**config.mk**
```make
export PLATFORM = sky130hd
export DESIGN_NAME = sltc_fifo
export DESIGN_NICKNAME = d
export VERILOG_FILES = /design/src/scroll_layer_transparent_copy_unit_macros.svh /design/src/sltc_pkg.sv /design/src/sltc_fifo.sv
export SDC_FILE = /design/constraint.sdc
export NUM_CORES = 1
export LEC_CHECK = 0
export ABC_AREA = 1
export BUFFER_PORTS_ARGS = -buffer_cell sky130_fd_sc_hd__buf_2
export CORE_MARGIN = 3
export CORE_UTILIZATION = 35
export CTS_BUF_LIST = sky130_fd_sc_hd__clkbuf_8
export DETAILED_ROUTE_END_ITERATION = 6
export SYNTH_ARGS = -nofsm -noshare
export SYNTH_HDL_FRONTEND = slang
export SYNTH_SLANG_ARGS = --single-unit
export TNS_END_PERCENT = 10
```
**constraint.sdc**
```tcl
create_clock -name clock -period 5 [get_ports clock]
set_input_delay 1.5 -clock clock [delete_from_list [all_inputs] [get_ports clock]]
set_output_delay 1.5 -clock clock [all_outputs]
set_load 0.02 [all_outputs]
```
**src/scroll_layer_transparent_copy_unit_macros.svh**
```systemverilog
// Assertion macros shared by the scrolling layer copy unit.
`ifndef SCROLL_LAYER_TRANSPARENT_COPY_UNIT_MACROS_SVH
`define SCROLL_LAYER_TRANSPARENT_COPY_UNIT_MACROS_SVH
`ifndef SYNTHESIS
// Flag any clock edge at which the condition holds.
`define SLTC_ASSERT_NEVER(label, clk, rst, cond, msg) \
   label: assert property (@(posedge clk) disable iff (rst) !(cond)) else $error(msg);
// Flag any clock edge at which the antecedent holds and the consequent does not.
`define SLTC_ASSERT_IMPLY(label, clk, rst, ante, cons, msg) \
   label: assert property (@(posedge clk) disable iff (rst) (ante) |-> (cons)) else $error(msg);
`else
`define SLTC_ASSERT_NEVER(label, clk, rst, cond, msg)
`define SLTC_ASSERT_IMPLY(label, clk, rst, ante, cons, msg)
`endif
`endif

```
**src/sltc_pkg.sv**
```systemverilog
// Types, constants and helpers shared by the scrolling layer copy unit.
`timescale 1ns / 1ps
`default_nettype none
package sltc_pkg;
   localparam int COORD_W    = 9;
   localparam int DIM_W      = 10;
   localparam int SCROLL_W   = 16;
   localparam int SUM_W      = 17;
   localparam int MAG_W      = 16;
   localparam int LIN_W      = 18;
   localparam int PIX_W      = 16;
   localparam int PRI_W      = 8;
   localparam int TV_W       = 17;
   localparam int CSR_IDX_W  = 3;
   localparam int CSR_DATA_W = 17;

   localparam logic [DIM_W-1:0] DIM_MAX = 10'd512;

   // remainder pipeline: bits of the dividend retired per stage
   localparam int DIV_BITS_PER_STAGE = 2;
   localparam int DIV_STAGES         = MAG_W / DIV_BITS_PER_STAGE;

   // queue between front and back; depth is a power of two
   localparam int QUEUE_DEPTH = 16;
   localparam int QUEUE_PTR_W = $clog2(QUEUE_DEPTH);
   localparam int CREDIT_W    = $clog2(QUEUE_DEPTH + 1);

   localparam logic MODE_LOAD   = 1'b0;
   localparam logic MODE_RENDER = 1'b1;

   localparam logic [CSR_IDX_W-1:0] REG_LAYER_WIDTH       = 3'd0;
   localparam logic [CSR_IDX_W-1:0] REG_LAYER_HEIGHT      = 3'd1;
   localparam logic [CSR_IDX_W-1:0] REG_SCROLL_X          = 3'd2;
   localparam logic [CSR_IDX_W-1:0] REG_SCROLL_Y          = 3'd3;
   localparam logic [CSR_IDX_W-1:0] REG_PIXEL_MASK        = 3'd4;
   localparam logic [CSR_IDX_W-1:0] REG_TRANSPARENT_VALUE = 3'd5;
   localparam logic [CSR_IDX_W-1:0] REG_PRIORITY_ENABLE   = 3'd6;

   typedef struct packed {
      logic [DIM_W-1:0]    width_eff;
      logic [DIM_W-1:0]    height_eff;
      logic [SCROLL_W-1:0] scroll_x;
      logic [SCROLL_W-1:0] scroll_y;
      logic [PIX_W-1:0]    pixel_mask;
      logic [TV_W-1:0]     transparent_value;
      logic                priority_enable;
   } cfg_type;

   typedef struct packed {
      logic             mode;
      logic             active;
      logic [LIN_W-1:0] lin_addr;
      logic [PIX_W-1:0] load_pixel;
      logic [PRI_W-1:0] load_priority;
   } op_type;

   // zero acts as one, anything above the maximum acts as the maximum
   function automatic logic [DIM_W-1:0] eff_dim(input logic [DIM_W-1:0] v);
      if (v == '0) begin
         return DIM_W'(1);
      end else if (v > DIM_MAX) begin
         return DIM_MAX;
      end else begin
         return v;
      end
   endfunction
endpackage
`default_nettype wire

```
**src/sltc_fifo.sv**
```systemverilog
// Short queue of classified items between front and back end.
`timescale 1ns / 1ps
`default_nettype none
module sltc_fifo (
   input  logic             clock,
   input  logic             reset,
   input  logic             push,
   input  sltc_pkg::op_type push_op,
   input  logic             pop,
   output sltc_pkg::op_type head_op,
   output logic             empty,
   output logic             full
);
   import sltc_pkg::*;

   op_type                 entry_ff [QUEUE_DEPTH];
   logic [QUEUE_PTR_W-1:0] wr_ptr_ff, wr_ptr_in;
   logic [QUEUE_PTR_W-1:0] rd_ptr_ff, rd_ptr_in;
   logic [CREDIT_W-1:0]    count_ff, count_in;
   logic                   do_push, do_pop;

   assign empty   = (count_ff == '0);
   assign full    = (count_ff == CREDIT_W'(QUEUE_DEPTH));
   assign do_push = push && !full;
   assign do_pop  = pop && !empty;

   // pointers wrap on their own since the depth is a power of two
   always_comb begin
      wr_ptr_in = do_push ? wr_ptr_ff + QUEUE_PTR_W'(1) : wr_ptr_ff;
      rd_ptr_in = do_pop  ? rd_ptr_ff + QUEUE_PTR_W'(1) : rd_ptr_ff;
      case ({do_push, do_pop})
         2'b10:   count_in = count_ff + CREDIT_W'(1);
         2'b01:   count_in = count_ff - CREDIT_W'(1);
         default: count_in = count_ff;
      endcase
   end

   always_ff @(posedge clock) begin
      if (reset) begin
         wr_ptr_ff <= '0;
         rd_ptr_ff <= '0;
         count_ff  <= '0;
      end else begin
         wr_ptr_ff <= wr_ptr_in;
         rd_ptr_ff <= rd_ptr_in;
         count_ff  <= count_in;
      end
      if (do_push) begin
         entry_ff[wr_ptr_ff] <= push_op;
      end
   end

   assign head_op = entry_ff[rd_ptr_ff];
endmodule
`default_nettype wire

```
# Yosys cells after proc, flatten, opt, wreduce, memory -nomap -nowiden

Memory sizes are Yosys's and may differ from the RTL's. A register that Yosys moved wholly into a read port is not among the register bits.
Cells that the tools add are included.

Add/subtract/negate cells: 4
Equal/unequal tests: 3
Multiplexer cells: 5
Reductions and logical operators: 6

Operators with widths:

| operator                                          | count |
|---|---|
| one-hot mux 5 bit (2 select lines)                | 1 |
| adder 4 x 1 -> 4 bit (second input constant)      | 2 |
| two-way mux 4 bit                                 | 2 |
| adder 5 x 1 -> 5 bit (second input constant)      | 1 |
| == test 5 bit (second input constant)             | 1 |
| logical NOT 5 bit                                 | 1 |
| subtractor 5 x 1 -> 5 bit (second input constant) | 1 |
| == test 2 x 1 -> 1 bit (second input constant)    | 1 |
| == test 2 bit (second input constant)             | 1 |
| logical AND 1 bit                                 | 2 |
| logical NOT 1 bit                                 | 2 |
| two-way mux 1 bit                                 | 2 |
| nonzero test 2 bit                                | 1 |

Register bits: 13
Bits in writable memories: 704
Input port bits: 48
Output and inout bits: 46
Word-level logic and storage cells: 22
Memories kept: 1

Memories:

| name     | depth | bits a word | rd ports | clocked after Yosys merged registers in | write ports | RTL line        | RTL |
|---|---|---|---|---|---|---|---|
| entry_ff | 16    | 44          | 1        | 1                                       | 1           | sltc_fifo.sv:16 | `op_type entry_ff [QUEUE_DEPTH];` |

# Depth between registers and ports, before layout

Gate-level depths: netlist of the first run.

Depth after elaboration: 5
Gate-level depth with buffers: 15
Gate-level depth less buffers: 15

# Worst setup path before layout of the first run

OpenSTA, ideal clock, no wires.

Kind: input-to-reg
Start: input push
End: memory entry_ff[11][0] in the netlist's numbering, enable pin
Library setup time: 0.446 ns
Data arrival time: 3.628 ns
Data required time: 4.554 ns
Slack: 0.926 ns
Stages: 4
Buffers on the path: 0
Cells stage by stage: nand2_4 inv_2 nand2_1 nor2_1

Cells in the longest elaborated chain, start to end: 3

Ends and longest elaborated chain:

| what                                    | RTL line        | RTL |
|---|---|---|
| start: declaration                      | sltc_fifo.sv:7  | `input logic push,` |
| logical AND 1 bit                       | sltc_fifo.sv:24 | `assign do_push = push && !full;` |
| two-way mux 1 bit                       | sltc_fifo.sv:48 | `if (do_push) begin` |
| two-way mux 1 bit (implied by the code) | sltc_fifo.sv:49 | `entry_ff[wr_ptr_ff] <= push_op;` |
| end: declaration                        | sltc_fifo.sv:16 |  |

No other way between the ends.

==> results of run 1 <==
-- sequential cells by signal (all words and copies together), names as in the netlist, named ones only --
signal,cells
rd_ptr_ff,4
wr_ptr_ff,4
count_ff,5
entry_ff,704
-- worst max path at each step --
| stage | startpoint | end | slack (ns) | cells after the start |
|---|---|---|---|---|
| global placement | flip-flop | head_op[37] | 1.21 | 6 |
| floorplan | push | entry_ff[11][0] | 0.93 | 4 |
| global route | flip-flop | head_op[10] | 0.28 | 7 |
| CTS | flip-flop | head_op[37] | 0.41 | 6 |
| detailed placement | flip-flop | head_op[37] | 1.21 | 6 |
| finish | flip-flop | head_op[37] | 0.52 | 6 |
-- power by group through the flow --
stage / sequential, uW / clock, uW / combinational, uW
after detailed placement: 7100 / 0 / 3550
final: 6970 / 4820 / 3520
after floorplan: 7020 / 0 / 2680
after CTS: 6970 / 4970 / 3560
after global placement: 7080 / 0 / 3480
after global routing: 6980 / 5230 / 3880
-- placed cells by master, fill, tap and decap left out, types with 32 or more instances in the layout --
| master | count |
|---|---|
| nand3_1 | 65 |
| inv_1 | 227 |
| a21oi_1 | 179 |
| clkbuf_8 | 118 |
| o211ai_1 | 176 |
| edfxtp_1 | 704 |
| mux2i_1 | 176 |
| nand2_1 | 62 |
| buf_2 | 93 |
| o21ai_1 | 46 |
| clkinv_1 | 32 |
| o21ai_0 | 162 |
-- logic make-up (layout without fill, tap and decap cells) --
logic type / Yosys count / after routing / synth area share
fa+ha+maj: 8 / 8 / 0.00344
other cells: 0 / 5 / 0
mux: 176 / 176 / 0.0605
buf+inv: 331 / 544 / 0.0553
simple gates: 175 / 175 / 0.0276
xor+xnor: 5 / 5 / 0.00150
flops: 721 / 721 / 0.738
compound gates: 569 / 569 / 0.113
-- metal layers --
layer | vias to the layer above | wire length, um | GRT usage
li1 | 7711 | - | -
met1 | 8426 | 31100 | 0.218
met2 | 473 | 34400 | 0.268
met3 | 91 | 4290 | 0.0321
met4 | 2 | 1240 | 0.0491
met5 | - | 13 | 0
-- area by class of cell --
type | count | area [um2] | area share
inverters | 203 | 772 | 0.0234
flip-flops and latches | 721 | 21500 | 0.652
clock buffers | 118 | 1620 | 0.0493
repair buffers | 131 | 1030 | 0.0311
diodes | 5 | 12.5 | 0.000379
well taps | 1070 | 1340 | 0.0406
clock inverters | 92 | 576 | 0.0175
multi-input cells | 933 | 6130 | 0.186
-- through the flow --
step	instances	util	hold WS [ns]	power [uW]	setup slack [ns]
after CTS	3268	0.401	0.543	15500	0.408
after detailed placement	3058	0.374	0.533	10600	1.21
after global placement	3058	0.374	0.515	10600	1.21
after global routing	3269	0.401	0.567	16100	0.284
after floorplan	1985	-	0.495	9700	0.926
final	3273	0.401	0.547	15300	0.525
-- worst max-delay path, stage by stage (launching register included) --
cell	delay, ns
dfxtp_4	0.36
inv_2	0.79
buf_4	0.49
o211ai_1	0.21
nand3_1	0.10
nand2_1	0.11
buf_2	0.18
-- cell usage after synthesis --
library cell	number	area (um2)
o31ai_1	2	15.0
inv_4	1	6.26
buf_2	31	155
xor2_1	4	35.0
nor4_1	2	12.5
dfxtp_1	17	340
clkbuf_4	1	7.51
inv_1	197	739
a21oi_1	179	896
clkinv_1	2	7.51
a211oi_1	3	22.5
o211ai_1	176	1320
nand4_1	3	18.8
nand3_1	65	325
nor3_1	2	10.0
edfxtp_1	704	21100
buf_4	3	22.5
buf_6	26	293
nor2_1	29	109
nand3_2	2	20.0
buf_8	6	90.1
nand2_2	2	12.5
o21ai_0	162	811
clkbuf_1	51	191
nor3b_1	7	52.6
buf_1	7	26.3
o21ai_1	46	230
xnor2_1	1	8.76
ha_1	8	100
nand2_4	1	11.3
o21a_1	1	7.51
inv_2	3	11.3
mux2i_1	176	1760
buf_12	3	60.1
nand2_1	62	233
==> out/qor.csv, run 1 <==
metric,value,unit
combPwrFrac,0.230,
die_x,294,um
p_leak,0.0112,uW
p_seq_frac,0.455,
grt_pass1_vias,16700,
vias,16700,
firstDrtPassIters,5,
pwr-share-clk,0.315,
layout.nets,2161,
synth.net_count,2041,
crit_path_max_fanout,36,
synthesis.area,29100,um2
fp.dieH,294,um
cp.arrival,2.98,ns
cts_hold_buf,0,
switching_share,0.312,
r2r-end,entry_ff[13][3],
cts_setup_buffers,0,
grt_max_degree,158,
via_per_inst,5.10,
post-dp-hpwl,35.6,mm
finalSetupViolations,0,
maxCapViolCount,0,
switchingPower,4770,uW
routedWlPerCell,21.7,um
routed_wl,71.0,mm
ir_drop,0.244,mV
grt_antenna_before_repair,8,
worstMarginPinSlew,1.13,ns
numCtsBuffers,115,
rsz0062_at_grt,no,
cts.sink_count,721,
dieArea,86700,um2
fin_skew,0.0271,ns
clk_root_buffer_cell,clkbuf_8,
synth_warnings,0,
placed_area,30800,um2
drc,0,
start_util,0.354,
final.period_utilization,0.895,
h-tree-depth,3,
clock_latency,0.71,ns
timing.rr.start,count_ff[2],
syn2layout_area_growth,13.3,%
clk_pin_slew_worst_paths,0.06,ns
internal-power,10500,uW
grt_pass1_wl,106,mm
seq_area_frac_synth,0.738,
finalWeightedCongestion,0.717,
cts_buffer_depth,3,
fillers,7530,
hp-start,count_ff[1],
hold_violations,0,
top_level_ports,94,
fin_setup_tns,0,ns
layout-drive-gt1-share,0.141,
synth.distinct_cells,35,
worstHoldEndpoint,count_ff[1],
overflow,0,
worst-setup-path-type,flip-flop to output pin,
start_kind,flip-flop,
power_density,464,nW/um2
reg2regPathDepth,7,
holdPathStages,2,
num_rows,105,
post_cts_resized,0,
coreArea,82200,um2
cp-end-kind,output pin,
status,completed,
ant_nets,0,
io_buffers,93,
period_needed,4.48,ns
fmax,223,MHz
rrSetupSlack,2.37,ns
relSlewSlack,0.248,
drv_slew,0,
final_area,33000,um2
synthCells,1985,
cts_tree,yes,
min_path_type,flip-flop to flip-flop,
drt_iter0_markers,1224,
crit_required,3.50,ns
avgSynthCellArea,14.7,um2
grt_usage,0.163,
ys_seq_elements,721,
(Power assumes the default switching activity.)
==> inputs of run 2 (changes only) <==
==> constraint.sdc (replaced) <==
create_clock -name clock -period 5.2 [get_ports clock]
set_input_delay 1.56 -clock clock [delete_from_list [all_inputs] [get_ports clock]]
set_output_delay 1.56 -clock clock [all_outputs]
set_load 0.02 [all_outputs]
==> run 2 against run 1 <==
  * Routed wire length down 2.2%
  * Clock power decreased by 6.8%
  * Sequential cell count unchanged
  * Non-clock buffer count shrank 3
  * Critical path depth is the same
  * Die area stayed put
  * Critical endpoint unchanged
  * Highest routed layer unchanged
==> out/qor.csv, run 2 (synthesis gave the netlist of run 1 again) <==
metric,value,unit,change
ir_drop,0.514,mV,+110%
cts_hold_buf,0,,unchanged
largest_reg_flops,704,,unchanged
final_area,32800,um2,-0.58%
rrSetupSlack,2.65,ns,+0.28 ns
p_seq_frac,0.458,,+0.003
r2r-end,entry_ff[15][32],,
post_cts_resized,0,,unchanged
fin_setup_tns,0,ns,unchanged
hp-start,wr_ptr_ff[0],,
firstDrtPassIters,5,,unchanged
fin_skew,0.0273,ns,+0.000206 ns
maxCapViolCount,0,,unchanged
path_buf_inv,2,,-1
whs,0.544,ns,-0.00361 ns
top_register,entry_ff,,
worst-setup-path-type,flip-flop to output pin,,
clk_root_buffer_cell,clkbuf_8,,
start_util,0.354,,unchanged
slowest_delay,0.45,ns,-0.34 ns
fp.dieH,294,um,unchanged
seqCellArea,21500,um2,unchanged
num_rows,105,,unchanged
combPwrFrac,0.234,,+0.004
switchingPower,4520,uW,-5.3%
grt_usage,0.159,,-0.00347
multi_input_comb_area,6130,um2,unchanged
reg2regPathDepth,7,,unchanged
grt_antenna_before_repair,6,,-2
post-dp-hpwl,34.5,mm,-3.1%
biggestRegsByFlops,"entry_ff (704), count_ff (5)",,
clock_latency,0.73,ns,+0.02 ns
timing.rr.start,count_ff[1],,
final.period_utilization,0.848,,
power_density,444,nW/um2,-4.4%
placed_area,30700,um2,-0.32%
pre_cts_slack,1.50,ns,+0.284 ns
dieArea,86700,um2,unchanged
worstMarginPinSlew,1.26,ns,+0.129 ns
layout.nets,2159,,-0.093%
routed_wl,69.5,mm,-2.2%
relSlewSlack,0.163,,-0.0858
worstHoldEndpoint,wr_ptr_ff[0],,
grt_max_degree,177,,+12%
drv_slew,0,,unchanged
fillers,7583,,+0.70%
grt_pass1_wl,104,mm,-1.4%
clk_pin_slew_worst_paths,0.06,ns,about the same
coreArea,82200,um2,unchanged
drt_iter0_markers,1429,,+17%
io_buffers,93,,unchanged
cp_cell_sequence,buf_12 -> mux2i_1 -> o21ai_1 -> o211ai_1 -> nand2_1 -> buf_2,,
postLayoutSetupSlackWorst,0.792,ns,+0.267 ns
finalSetupViolations,0,,unchanged
cts_tree,yes,,
h-tree-depth,3,,unchanged
switching_share,0.310,,-0.00100
ant_nets,0,,unchanged
overflow,0,,unchanged
crit_required,3.64,ns,+0.14 ns
hold_violations,0,,unchanged
start_kind,flip-flop,,
cts_setup_buffers,0,,unchanged
holdPathStages,2,,unchanged
finalWeightedCongestion,0.734,,+2.4%
internal-power,10000,uW,-4.8%
drc,0,,unchanged
period_needed,4.41,ns,
final_common_cell,edfxtp_1,,
top_level_ports,94,,unchanged
cp_slowest_cell,dfxtp_4,,
fmax,227,MHz,
cp_top_family,buffers and inverters,,
final_cell_mix,"edfxtp_1 (704), inv_1 (232), a21oi_1 (179)",,
cts_buffer_depth,3,,unchanged
layout-drive-gt1-share,0.136,,-0.00551
via_per_inst,5.07,,-0.62%
min_path_type,flip-flop to flip-flop,,
pwr-share-clk,0.308,,-0.007
syn2layout_area_growth,12.6,%,
grt_pass1_vias,16800,,+0.65%
die_x,294,um,unchanged
rsz0062_at_grt,no,,
cp-end-kind,output pin,,
status,completed,,
p_leak,0.0111,uW,-0.70%
numCtsBuffers,116,,+0.87%
cp.arrival,2.85,ns,-0.13 ns
cts.sink_count,721,,unchanged
routedWlPerCell,21.3,um,-1.7%
vias,16500,,-1.1%
crit_path_max_fanout,160,,+340%
==> run 2: power groups by stage <==
stage	combinational (uW)	sequential, uW	clock, uW
after floorplan	2570	6750	0
after global placement	3380	6770	0
after detailed placement	3440	6780	0
after CTS	3450	6660	4630
after global routing	3770	6670	4900
final	3400	6660	4490
==> run 2: how the worst max path moves through the flow <==
| stage | cells after the start | to |
|---|---|---|
| 2_1_floorplan | 4 | entry_ff[11][0] |
| 3_3_place_gp | 6 | head_op[41] |
| 3_5_place_dp | 6 | head_op[42] |
| 4_1_cts | 6 | head_op[42] |
| 5_1_grt | 8 | head_op[12] |
| 6_report | 6 | head_op[37] |
==> run 2: through the flow <==
stage	std cells	util	total power, uW
CTS	3254	0.399	14700
detailed placement	3055	0.373	10200
finish	3257	0.399	14500
global route	3255	0.399	15300
global placement	3055	0.373	10200
floorplan	1985	-	9320
==> run 2: metal layers <==
metal / GRT usage / wire [um] / vias up / part of all wire
met5: 0 / 26 / - / 0.00037
met1: 0.211 / 30500 / 8252 / 0.44
met3: 0.0318 / 3890 / 128 / 0.056
met2: 0.263 / 33300 / 429 / 0.48
li1: - / - / 7706 / -
met4: 0.0537 / 1770 / 4 / 0.025
==> run 2: final cells by class <==
cell class              instances  share of cell area
flip-flops and latches        721               0.656
clock buffers                 116              0.0487
inverters                     203              0.0235
multi-input cells             933               0.187
clock inverters                83              0.0157
diodes                          3            0.000229
repair buffers                128              0.0283
well taps                    1070              0.0408
==> run 2: worst reg2reg max path: cells and delay by family, from the launching register on <==
kind                   cells  cell delay, ns
and+or+nand+nor            5            1.32
buffers and inverters      2            0.49
DFF                        1            0.43
