`config.mk`:
```
export PLATFORM = sky130hd
export DESIGN_NAME = sltc_front
export DESIGN_NICKNAME = d
export VERILOG_FILES = /design/src/scroll_layer_transparent_copy_unit_macros.svh /design/src/sltc_pkg.sv /design/src/sltc_wrap.sv /design/src/sltc_front.sv
export SDC_FILE = /design/constraint.sdc
export NUM_CORES = 2
export LEC_CHECK = 0
export ABC_AREA = 1
export ABC_CLOCK_PERIOD_IN_PS = 8910
export BUFFER_PORTS_ARGS = -buffer_cell sky130_fd_sc_hd__buf_2
export CORE_MARGIN = 8
export CORE_UTILIZATION = 35
export DETAILED_ROUTE_END_ITERATION = 7
export PLACE_DENSITY = 0.51
export SLEW_MARGIN = 25
export SYNTH_ARGS = -nofsm -noshare
export SYNTH_HDL_FRONTEND = slang
export SYNTH_SLANG_ARGS = --single-unit
```
`constraint.sdc`:
```
create_clock -name clock -period 8.91 [get_ports clock]
set_clock_uncertainty 0.2 [all_clocks]
set_input_delay 0.4455 -clock clock [delete_from_list [all_inputs] [get_ports clock]]
set_output_delay 0.4455 -clock clock [all_outputs]
set_load 0.05 [all_outputs]
```
`src/scroll_layer_transparent_copy_unit_macros.svh`:
```
// Assertion macros shared by the scrolling layer copy unit.
`ifndef SCROLL_LAYER_TRANSPARENT_COPY_UNIT_MACROS_SVH
`define SCROLL_LAYER_TRANSPARENT_COPY_UNIT_MACROS_SVH
`ifndef SYNTHESIS
// Flag any clock edge at which the condition holds.
`define SLTC_ASSERT_NEVER(label, clk, rst, cond, msg) \
   label: assert property (@(posedge clk) disable iff (rst) !(cond)) else $error(msg);
// Flag any clock edge at which the antecedent holds and the consequent does not.
`define SLTC_ASSERT_IMPLY(label, clk, rst, ante, cons, msg) \
   label: assert property (@(posedge clk) disable iff (rst) (ante) |-> (cons)) else $error(msg);
`else
`define SLTC_ASSERT_NEVER(label, clk, rst, cond, msg)
`define SLTC_ASSERT_IMPLY(label, clk, rst, ante, cons, msg)
`endif
`endif

```
`src/sltc_pkg.sv`:
```
// Types, constants and helpers shared by the scrolling layer copy unit.
`timescale 1ns / 1ps
`default_nettype none
package sltc_pkg;
   localparam int COORD_W    = 9;
   localparam int DIM_W      = 10;
   localparam int SCROLL_W   = 16;
   localparam int SUM_W      = 17;
   localparam int MAG_W      = 16;
   localparam int LIN_W      = 18;
   localparam int PIX_W      = 16;
   localparam int PRI_W      = 8;
   localparam int TV_W       = 17;
   localparam int CSR_IDX_W  = 3;
   localparam int CSR_DATA_W = 17;

   localparam logic [DIM_W-1:0] DIM_MAX = 10'd512;

   // remainder pipeline: bits of the dividend retired per stage
   localparam int DIV_BITS_PER_STAGE = 2;
   localparam int DIV_STAGES         = MAG_W / DIV_BITS_PER_STAGE;

   // queue between front and back; depth is a power of two
   localparam int QUEUE_DEPTH = 16;
   localparam int QUEUE_PTR_W = $clog2(QUEUE_DEPTH);
   localparam int CREDIT_W    = $clog2(QUEUE_DEPTH + 1);

   localparam logic MODE_LOAD   = 1'b0;
   localparam logic MODE_RENDER = 1'b1;

   localparam logic [CSR_IDX_W-1:0] REG_LAYER_WIDTH       = 3'd0;
   localparam logic [CSR_IDX_W-1:0] REG_LAYER_HEIGHT      = 3'd1;
   localparam logic [CSR_IDX_W-1:0] REG_SCROLL_X          = 3'd2;
   localparam logic [CSR_IDX_W-1:0] REG_SCROLL_Y          = 3'd3;
   localparam logic [CSR_IDX_W-1:0] REG_PIXEL_MASK        = 3'd4;
   localparam logic [CSR_IDX_W-1:0] REG_TRANSPARENT_VALUE = 3'd5;
   localparam logic [CSR_IDX_W-1:0] REG_PRIORITY_ENABLE   = 3'd6;

   typedef struct packed {
      logic [DIM_W-1:0]    width_eff;
      logic [DIM_W-1:0]    height_eff;
      logic [SCROLL_W-1:0] scroll_x;
      logic [SCROLL_W-1:0] scroll_y;
      logic [PIX_W-1:0]    pixel_mask;
      logic [TV_W-1:0]     transparent_value;
      logic                priority_enable;
   } cfg_type;

   typedef struct packed {
      logic             mode;
      logic             active;
      logic [LIN_W-1:0] lin_addr;
      logic [PIX_W-1:0] load_pixel;
      logic [PRI_W-1:0] load_priority;
   } op_type;

   // zero acts as one, anything above the maximum acts as the maximum
   function automatic logic [DIM_W-1:0] eff_dim(input logic [DIM_W-1:0] v);
      if (v == '0) begin
         return DIM_W'(1);
      end else if (v > DIM_MAX) begin
         return DIM_MAX;
      end else begin
         return v;
      end
   endfunction
endpackage
`default_nettype wire

```
`src/sltc_wrap.sv`:
```
// Pipelined floor-modulo of a signed coordinate sum by the layer dimension.
`timescale 1ns / 1ps
`default_nettype none
module sltc_wrap (
   input  logic                         clock,
   input  logic                         in_neg,
   input  logic [sltc_pkg::MAG_W-1:0]   in_mag,
   input  logic [sltc_pkg::DIM_W-1:0]   modulus,
   output logic [sltc_pkg::COORD_W-1:0] out_pos
);
   import sltc_pkg::*;

   logic [DIM_W-1:0]   rem_ff  [DIV_STAGES];
   logic [MAG_W-1:0]   bits_ff [DIV_STAGES];
   logic               neg_ff  [DIV_STAGES];
   logic [DIM_W-1:0]   rem_last;
   logic [DIM_W-1:0]   pos_in;
   logic [COORD_W-1:0] pos_ff;

   // one restoring step: shift in a dividend bit, subtract if it fits
   function automatic logic [DIM_W-1:0] rem_step(input logic [DIM_W-1:0] rem,
                                                 input logic bit_in,
                                                 input logic [DIM_W-1:0] m);
      logic [DIM_W:0] t;
      t = {rem, bit_in};
      if (t >= {1'b0, m}) begin
         t = t - {1'b0, m};
      end
      return t[DIM_W-1:0];
   endfunction

   for (genvar g = 0; g < DIV_STAGES; g++) begin : g_stage
      logic [DIM_W-1:0] rem_prev;
      logic [MAG_W-1:0] bits_prev;
      logic             neg_prev;
      logic [DIM_W-1:0] rem_in;
      logic [MAG_W-1:0] bits_in;

      if (g == 0) begin : g_head
         assign rem_prev  = '0;
         assign bits_prev = in_mag;
         assign neg_prev  = in_neg;
      end else begin : g_body
         assign rem_prev  = rem_ff[g-1];
         assign bits_prev = bits_ff[g-1];
         assign neg_prev  = neg_ff[g-1];
      end

      always_comb begin
         rem_in  = rem_prev;
         bits_in = bits_prev;
         for (int b = 0; b < DIV_BITS_PER_STAGE; b++) begin
            rem_in  = rem_step(rem_in, bits_in[MAG_W-1], modulus);
            bits_in = {bits_in[MAG_W-2:0], 1'b0};
         end
      end

      always_ff @(posedge clock) begin
         rem_ff[g]  <= rem_in;
         bits_ff[g] <= bits_in;
         neg_ff[g]  <= neg_prev;
      end
   end

   // a negative sum with a remainder folds back from the top
   assign rem_last = rem_ff[DIV_STAGES-1];
   assign pos_in   = (neg_ff[DIV_STAGES-1] && rem_last != '0) ? (modulus - rem_last)
                                                               : rem_last;

   always_ff @(posedge clock) begin
      pos_ff <= pos_in[COORD_W-1:0];
   end

   assign out_pos = pos_ff;
endmodule
`default_nettype wire

```
`src/sltc_front.sv`:
```
// Front end: accepts items, wraps coordinates and forms the layer address.
`timescale 1ns / 1ps
`default_nettype none
module sltc_front #(
   parameter int LAYER_PIXELS = 262144
) (
   input  logic                         clock,
   input  logic                         reset,
   input  sltc_pkg::cfg_type            cfg,
   input  logic                         accept,
   input  logic                         req_mode,
   input  logic [sltc_pkg::COORD_W-1:0] req_pos_x,
   input  logic [sltc_pkg::COORD_W-1:0] req_pos_y,
   input  logic [sltc_pkg::PIX_W-1:0]   req_load_pixel,
   input  logic [sltc_pkg::PRI_W-1:0]   req_load_priority,
   output logic                         out_valid,
   output sltc_pkg::op_type             out_op
);
   import sltc_pkg::*;

   localparam int WRAP_LAT = DIV_STAGES + 1;
   localparam int PROD_W   = COORD_W + DIM_W;

   typedef struct packed {
      logic             mode;
      logic             load_ok;
      logic [PIX_W-1:0] load_pixel;
      logic [PRI_W-1:0] load_priority;
   } side_type;

   logic [SUM_W-1:0]   sum_x, sum_y;
   logic [SUM_W-1:0]   abs_x, abs_y;
   side_type           side_in;
   logic               s0_valid_ff;
   side_type           s0_side_ff;
   logic               neg_x_ff, neg_y_ff;
   logic [MAG_W-1:0]   mag_x_ff, mag_y_ff;
   logic [COORD_W-1:0] pos_x, pos_y;
   logic               valid_ff [WRAP_LAT];
   side_type           side_ff  [WRAP_LAT];
   logic               mul_valid_ff;
   side_type           mul_side_ff;
   logic [PROD_W-1:0]  prod_in;
   logic [LIN_W-1:0]   prod_ff;
   logic [COORD_W-1:0] x_ff;
   logic [LIN_W-1:0]   lin_in;
   logic               in_range;
   logic               out_valid_ff;
   op_type             out_op_ff;

   // render adds the sign-extended scroll; load takes the coordinate as is
   always_comb begin
      if (req_mode == MODE_RENDER) begin
         sum_x = {{(SUM_W-COORD_W){1'b0}}, req_pos_x} + {cfg.scroll_x[SCROLL_W-1], cfg.scroll_x};
         sum_y = {{(SUM_W-COORD_W){1'b0}}, req_pos_y} + {cfg.scroll_y[SCROLL_W-1], cfg.scroll_y};
      end else begin
         sum_x = {{(SUM_W-COORD_W){1'b0}}, req_pos_x};
         sum_y = {{(SUM_W-COORD_W){1'b0}}, req_pos_y};
      end
      abs_x = sum_x[SUM_W-1] ? (~sum_x + SUM_W'(1)) : sum_x;
      abs_y = sum_y[SUM_W-1] ? (~sum_y + SUM_W'(1)) : sum_y;

      side_in.mode          = req_mode;
      side_in.load_ok       = ({1'b0, req_pos_x} < cfg.width_eff)
                           && ({1'b0, req_pos_y} < cfg.height_eff);
      side_in.load_pixel    = req_load_pixel;
      side_in.load_priority = req_load_priority;
   end

   always_ff @(posedge clock) begin
      if (reset) begin
         s0_valid_ff <= 1'b0;
      end else begin
         s0_valid_ff <= accept;
      end
      s0_side_ff <= side_in;
      neg_x_ff   <= sum_x[SUM_W-1];
      neg_y_ff   <= sum_y[SUM_W-1];
      mag_x_ff   <= abs_x[MAG_W-1:0];
      mag_y_ff   <= abs_y[MAG_W-1:0];
   end

   sltc_wrap u_wrap_x (
      .clock   (clock),
      .in_neg  (neg_x_ff),
      .in_mag  (mag_x_ff),
      .modulus (cfg.width_eff),
      .out_pos (pos_x)
   );

   sltc_wrap u_wrap_y (
      .clock   (clock),
      .in_neg  (neg_y_ff),
      .in_mag  (mag_y_ff),
      .modulus (cfg.height_eff),
      .out_pos (pos_y)
   );

   // side data rides alongside the remainder pipeline
   always_ff @(posedge clock) begin
      if (reset) begin
         for (int i = 0; i < WRAP_LAT; i++) begin
            valid_ff[i] <= 1'b0;
         end
      end else begin
         valid_ff[0] <= s0_valid_ff;
         for (int i = 1; i < WRAP_LAT; i++) begin
            valid_ff[i] <= valid_ff[i-1];
         end
      end
      side_ff[0] <= s0_side_ff;
      for (int i = 1; i < WRAP_LAT; i++) begin
         side_ff[i] <= side_ff[i-1];
      end
   end

   assign prod_in = {{DIM_W{1'b0}}, pos_y} * {{COORD_W{1'b0}}, cfg.width_eff};

   always_ff @(posedge clock) begin
      if (reset) begin
         mul_valid_ff <= 1'b0;
      end else begin
         mul_valid_ff <= valid_ff[WRAP_LAT-1];
      end
      mul_side_ff <= side_ff[WRAP_LAT-1];
      prod_ff     <= prod_in[LIN_W-1:0];
      x_ff        <= pos_x;
   end

   assign lin_in   = prod_ff + {{(LIN_W-COORD_W){1'b0}}, x_ff};
   assign in_range = {{(32-LIN_W){1'b0}}, lin_in} < 32'(LAYER_PIXELS);

   always_ff @(posedge clock) begin
      if (reset) begin
         out_valid_ff <= 1'b0;
      end else begin
         out_valid_ff <= mul_valid_ff;
      end
      out_op_ff.mode          <= mul_side_ff.mode;
      out_op_ff.active        <= in_range
                                 && (mul_side_ff.mode == MODE_RENDER || mul_side_ff.load_ok);
      out_op_ff.lin_addr      <= lin_in;
      out_op_ff.load_pixel    <= mul_side_ff.load_pixel;
      out_op_ff.load_priority <= mul_side_ff.load_priority;
   end

   assign out_valid = out_valid_ff;
   assign out_op    = out_op_ff;
endmodule
`default_nettype wire

```
Word-level counts from Yosys, hierarchy flattened
Memories as Yosys holds them, arrays and structs flattened. A register that Yosys moved wholly into a read port is not among the register bits.
Cells that the tools add are included.
{"block": "classes", "bitwise": 11, "n_mux": 50, "n_reduce_logical": 6, "addsub": 39, "multipliers": 1, "order_cmp": 34}
{"operator": "$ge 11x10->1", "n": 30}
{"operator": "$mux 10", "n": 32}
{"operator": "$sub 10x10->10", "n": 30}
{"operator": "$add 10x16->17", "n": 2}
{"operator": "$mux 17", "n": 2}
{"operator": "$add 16x1->16 const B", "n": 2}
{"operator": "$mux 16", "n": 2}
{"operator": "$not 16->16", "n": 2}
{"operator": "$ge 1x10->1", "n": 2}
{"operator": "$lt 9x10->1", "n": 2}
{"operator": "$reduce_bool 10->1", "n": 2}
{"operator": "$sub 1x10->10", "n": 2}
{"operator": "$add 18x9->18", "n": 1}
{"operator": "$mul 9x10->18", "n": 1}
{"operator": "$mux 9", "n": 2}
{"operator": "$sub 9x9->9", "n": 2}
{"operator": "$mux 1", "n": 12}
{"operator": "$or 1x1->1", "n": 9}
{"operator": "$logic_and 1x1->1", "n": 3}
{"operator": "$logic_or 1x1->1", "n": 1}
{"block": "totals", "in_bits": 132, "n_memories": 8, "reg_bits": 151, "ram_bits": 643, "output_inout_bits": 45}
{"name": "side_ff", "depth": 9, "width": 26, "read_ports": 9, "rd_clocked_by_memory_dff": 1, "write_ports": 9, "line_no": "sltc_front.sv:40", "source": "side_type side_ff [WRAP_LAT];"}
{"name": "u_wrap_x.bits_ff", "depth": 8, "width": 14, "read_ports": 7, "rd_clocked_by_memory_dff": 0, "write_ports": 8, "line_no": "sltc_wrap.sv:14", "source": "logic [MAG_W-1:0] bits_ff [DIV_STAGES];"}
{"name": "u_wrap_y.bits_ff", "depth": 8, "width": 14, "read_ports": 7, "rd_clocked_by_memory_dff": 0, "write_ports": 8, "line_no": "sltc_wrap.sv:14"}
{"name": "u_wrap_x.rem_ff", "depth": 8, "width": 10, "read_ports": 8, "rd_clocked_by_memory_dff": 0, "write_ports": 8, "line_no": "sltc_wrap.sv:13", "source": "logic [DIM_W-1:0] rem_ff [DIV_STAGES];"}
{"name": "u_wrap_y.rem_ff", "depth": 8, "width": 10, "read_ports": 8, "rd_clocked_by_memory_dff": 0, "write_ports": 8, "line_no": "sltc_wrap.sv:13"}
{"name": "valid_ff", "depth": 9, "width": 1, "read_ports": 9, "rd_clocked_by_memory_dff": 1, "write_ports": 9, "line_no": "sltc_front.sv:39", "source": "logic valid_ff [WRAP_LAT];"}
{"name": "+2 memories"}

Logic depth before layout (Yosys ltp)
{"block": "depth", "ltp_word": 5, "mapped_depth": 26}

By module
A second synthesis with hierarchy kept.
{"block": "unflattened", "hier_cells": 5665, "hier_area_um2": 42114.1}
{"module": "sltc_front", "cells_per_inst": 1507, "seq_area_each_um2": 8067.7, "n_inst": 1, "area_each_um2": 14779.2}
{"module": "sltc_wrap at u_wrap_y", "cells_per_inst": 2077, "seq_area_each_um2": 3062.9, "n_inst": 1, "area_each_um2": 13681.9}
{"module": "sltc_wrap at u_wrap_x", "cells_per_inst": 2081, "seq_area_each_um2": 3062.9, "n_inst": 1, "area_each_um2": 13653.1}

Least setup slack after synthesis
OpenSTA, ideal clock, no wires.
{"block": "synth_path", "kind": "in2reg", "start": "input cfg[77] in the netlist's numbering", "end": "memory u_wrap_x.rem_ff[5][4] (netlist: u_wrap_x.rem_ff[1][14])", "required_ps": 8592, "setup_time_ps": 118, "arrival_ps": 4386, "stages": 24, "path_buffers": 3, "setup_slack_ps": 4205, "path_cell_list": "clkbuf_1 inv_1 ha_1 nand2_1 nor2_1 a21oi_2 nor2_1 nand2_1 nand2_1 nand2_4 nand2_1 buf_4 nand3_1 nand2_1 ha_1 a21o_1 nand3_1 and2_1 nand3_1 o21ai_0 nand3b_1 nor2_4 buf_6 o21ai_1"}
{"item": "start, declared", "line_no": "sltc_front.sv:9", "source": "input sltc_pkg::cfg_type cfg,"}
{"item": "end, declared", "line_no": "sltc_wrap.sv:13"}

Worst setup path in the final report
{"block": "layout_path", "start": "register u_wrap_y.pos_ff[8] (netlist: u_wrap_y.out_pos[8])", "end": "register prod_ff[15]"}
{"block": "layout_between", "elab_chain_len": 1}
{"item": "start, declared", "line_no": "sltc_wrap.sv:18", "source": "logic [COORD_W-1:0] pos_ff;"}
{"item": "start signal, assigned", "line_no": "sltc_wrap.sv:71", "source": "pos_ff <= pos_in[COORD_W-1:0];"}
{"item": "$mul 9x10->18", "line_no": "sltc_front.sv:117", "source": "assign prod_in = {{DIM_W{1'b0}}, pos_y} * {{COORD_W{1'b0}}, cfg.width_eff};"}
{"item": "net prod_in[15]", "line_no": "sltc_front.sv:43", "source": "logic [PROD_W-1:0] prod_in;"}
{"item": "end signal, assigned", "line_no": "sltc_front.sv:126", "source": "prod_ff <= prod_in[LIN_W-1:0];"}
{"item": "end, declared", "line_no": "sltc_front.sv:44", "source": "logic [LIN_W-1:0] prod_ff;"}
The timed path passes the listed nets, and every way through them passes these cells.
A chain may end at the register's enable or synchronous reset.

==> flow_summary_export.csv <==
group,metric,value,unit
synthesis,synthArstFlopShare,0,%
synthesis,synth_seq_cells,709,
critical_path,crit_fanout,10,
cts,numClockSinks,709,
cts,clk_pin_slew_worst_paths,0.06,ns
timing,hold_slack,0.0560,ns
timing,rsz0062_at_grt,"no",
final_layout,stdcell_count,6447,
critical_path,crit_path_start_kind,"register",
cts,clockBufferDepth,3,
synthesis,syn_area,0.0382,mm^2
die,die_h,346,um
critical_path,r2r_end,"prod_ff[15]",
synthesis,synth_edf_count,0,
die,core_area,0.109,mm^2
critical_path,critPathKind,"register to register",
final_layout,post_route_cells_drive_above_1_share,8.30,%
timing,setup_ws,3.87,ns
synthesis,ys_warn_count,0,
placement,io_buffers,142,
final_layout,n_fill_cell,11000,
synthesis,synthCells,4749,
synthesis,syn_nets,5374,
die,dieArea,0.120,mm^2
cts,postCtsSetupBuffers,0,
status,outcome,"complete, no violations",
pwr,leakagePower,21.7,nW
die,rows,121,
critical_path,worstRegToRegCells,13,
global_route,grt_max_degree,48,
cts,numCtsBuffers,79,
timing,period_needed,5.04,ns
global_route,grt_pass1_vias,29400,
routing,viasPerCell,4.70,
routing,drt-initial-drc-count,1477,
global_route,grt.total_usage,15.0,%
placement,gp_congestion,0.849,
critical_path,critPathArrivalTime,5.37,ns
synthesis,syn_avg_cell_area,8.05,um^2
cts,clock_latency,0.66,ns
cts,cts_resized,0,
critical_path,reg2reg_from,"u_wrap_y.out_pos[8]",
critical_path,worstPathRequired,9.24,ns
timing,period_share,56.6,%
timing,tns,0,ns
synthesis,ys.flop_type,"dfxtp_1",
global_route,grt_pass1_wl,149,mm
min_path,hp-start,"cfg[43]",
die,die_w,346,um
pwr,vdd_drop_max,0.220,mV
final_layout,final_cell_mix,"nand2_1 (1,146), dfxtp_1 (709), inv_1 (566), ha_1 (402), nand3_1 (338)",
cts,h-tree-depth,3,
critical_path,r2r_slack,3.87,ns
placement,place_inst,6264,
die,ios,177,
min_path,min_to,"mag_y_ff[9]",
routing,wire_per_inst,14.3,um
cts,root_buffer,"clkbuf_16",
timing,maxSlewHeadroom,47.5,%
routing,wirelength,92.1,mm
routing,drc_errors,0,
placement,hpwl,70.1,mm
timing,hold_violations,0,
synthesis,yosysTopAreaCell,"dfxtp_1",
min_path,hp-class,"input pin to register",
placement,preCtsSetupSlack,3.35,ns
synthesis,synth.yosys.seq_area_share,37.1,%
pwr,powerDensity,424,mW/mm^2
global_route,antenna_found_initial,22,
synthesis,yosys-top-cells-area,"dfxtp_1 (37%), ha_1 (13%), nand2_1 (11%)",
final_layout,final_common_cell,"nand2_1",
synthesis,yosysUniqueCellTypes,62,
cts,cts_hold_buf,30,
final_layout,synthToLayoutAreaGrowth,14.1,%
timing,final-max-slew-violation-count,0,
min_path,hold_depth,4,
timing,tightest_slew,0.785,ns
routing,num_vias,30300,
routing,antenna_left,0,
routing,dr.pass1.iters,5,
synthesis,synthDominantCellAreaShare,37.1,%
final_layout,fin_nets,5586,
flow_run,drv_cap,0,
die,start_util,35.2,%
timing,fmax,0.198,GHz
global_route,grt_overflow,0,
cts,cts_tree,"built",
timing,setup_viol,0,
critical_path,end_kind,"register",
## cell usage after synthesis (18+ instances only)
master	instances
a21o_1	23
a21oi_1	297
a31oi_1	22
clkbuf_1	23
dfxtp_1	709
fa_1	91
ha_1	402
inv_1	568
nand2_1	1146
nand2_2	21
nand3_1	338
nand3b_1	20
nand4_1	46
nor2_1	263
nor2_2	18
nor3_1	53
o21ai_0	170
o21ai_1	43
o21bai_1	29
or2_2	22
xnor2_1	92
xor2_1	174
## registers in the layout (all words and copies together), names as in the netlist, 16 cells and up
signal            flops
u_wrap_x.bits_ff     56
mul_side_ff          26
u_wrap_x.rem_ff      80
u_wrap_y.bits_ff     56
u_wrap_y.rem_ff      80
out_op               44
side_ff             234
prod_ff              18
mag_y_ff             16
mag_x_ff             16
s0_side_ff           26
## per-layer routing
layer	global-route usage (%)	part of all wire, %	routed length [um]
met5	0	0.099	91
met4	4.37	2.5	2310
met3	3.46	5.3	4920
met2	23.8	43	39500
met1	20.2	49	45400
## kinds of logic after synthesis
logic type | count (synthesis) | synth area share (%)
buffers and inverters | 643 | 6.76
XOR/XNOR | 266 | 6.10
AO/OA/AOI/OAI | 671 | 10.1
AND/OR/NAND/NOR | 1967 | 22.0
adder cells (fa/ha/maj) | 493 | 17.9
flip-flops | 709 | 37.1
## worst max-delay path, cell delays in order, from the launching register on
cell	delay, ns
dfxtp_1	0.61
nand2_1	0.15
fa_1	0.52
fa_1	0.52
fa_1	0.53
fa_1	0.54
inv_1	0.04
ha_1	0.34
a21oi_1	0.13
a21boi_0	0.50
o21ai_0	0.22
a21boi_0	0.33
o21ai_0	0.16
xor2_1	0.15
## power by group
part,switching [mW],internal [mW],leakage (nW)
registers,0.366,3.96,5.96
logic,6.62,4.15,14.4
clock network,1.37,2.03,1.35
## through the flow
| stage | utilization, % | power [mW] | instance area, um^2 |
|---|---|---|---|
| floorplan | - | 13.1 | 38200 |
| finish | 40.2 | 18.5 | 43600 |
| global placement | 37.3 | 15.1 | 40500 |
| CTS | 40.2 | 18.7 | 43600 |
| global route | 40.2 | 20.6 | 43600 |
| detailed placement | 37.3 | 15.2 | 40500 |
## worst max-delay path by stage
| stage | from | endpoint | slack, ns | cells past startpoint |
|---|---|---|---|---|
| after global placement | cfg[81] | u_wrap_x.rem_ff[0][18] | 3.34 | 26 |
| after CTS | u_wrap_y.out_pos[8] | prod_ff[15] | 3.83 | 13 |
| after detailed placement | cfg[81] | u_wrap_x.rem_ff[0][18] | 3.35 | 20 |
| after global routing | cfg[81] | u_wrap_x.rem_ff[0][18] | 3.57 | 26 |
| after floorplan | cfg[77] | u_wrap_x.rem_ff[1][14] | 4.21 | 24 |
| final | u_wrap_y.out_pos[8] | prod_ff[15] | 3.87 | 13 |
## cell type report
cell class / instances / area (um^2) / share of cell area (%)
Clock inverter: 33 / 548 / 1.26
Clock buffer: 110 / 2280 / 5.24
Inverter: 580 / 2180 / 5.00
Timing Repair Buffer: 194 / 1180 / 2.70
Multi-Input combinational cell: 3397 / 21400 / 49.1
Antenna cell: 10 / 25.0 / 0.0574
Sequential cell: 709 / 14200 / 32.5
Tap cell: 1414 / 1770 / 4.06
Note: power is estimated with default switching activity, not from simulation.
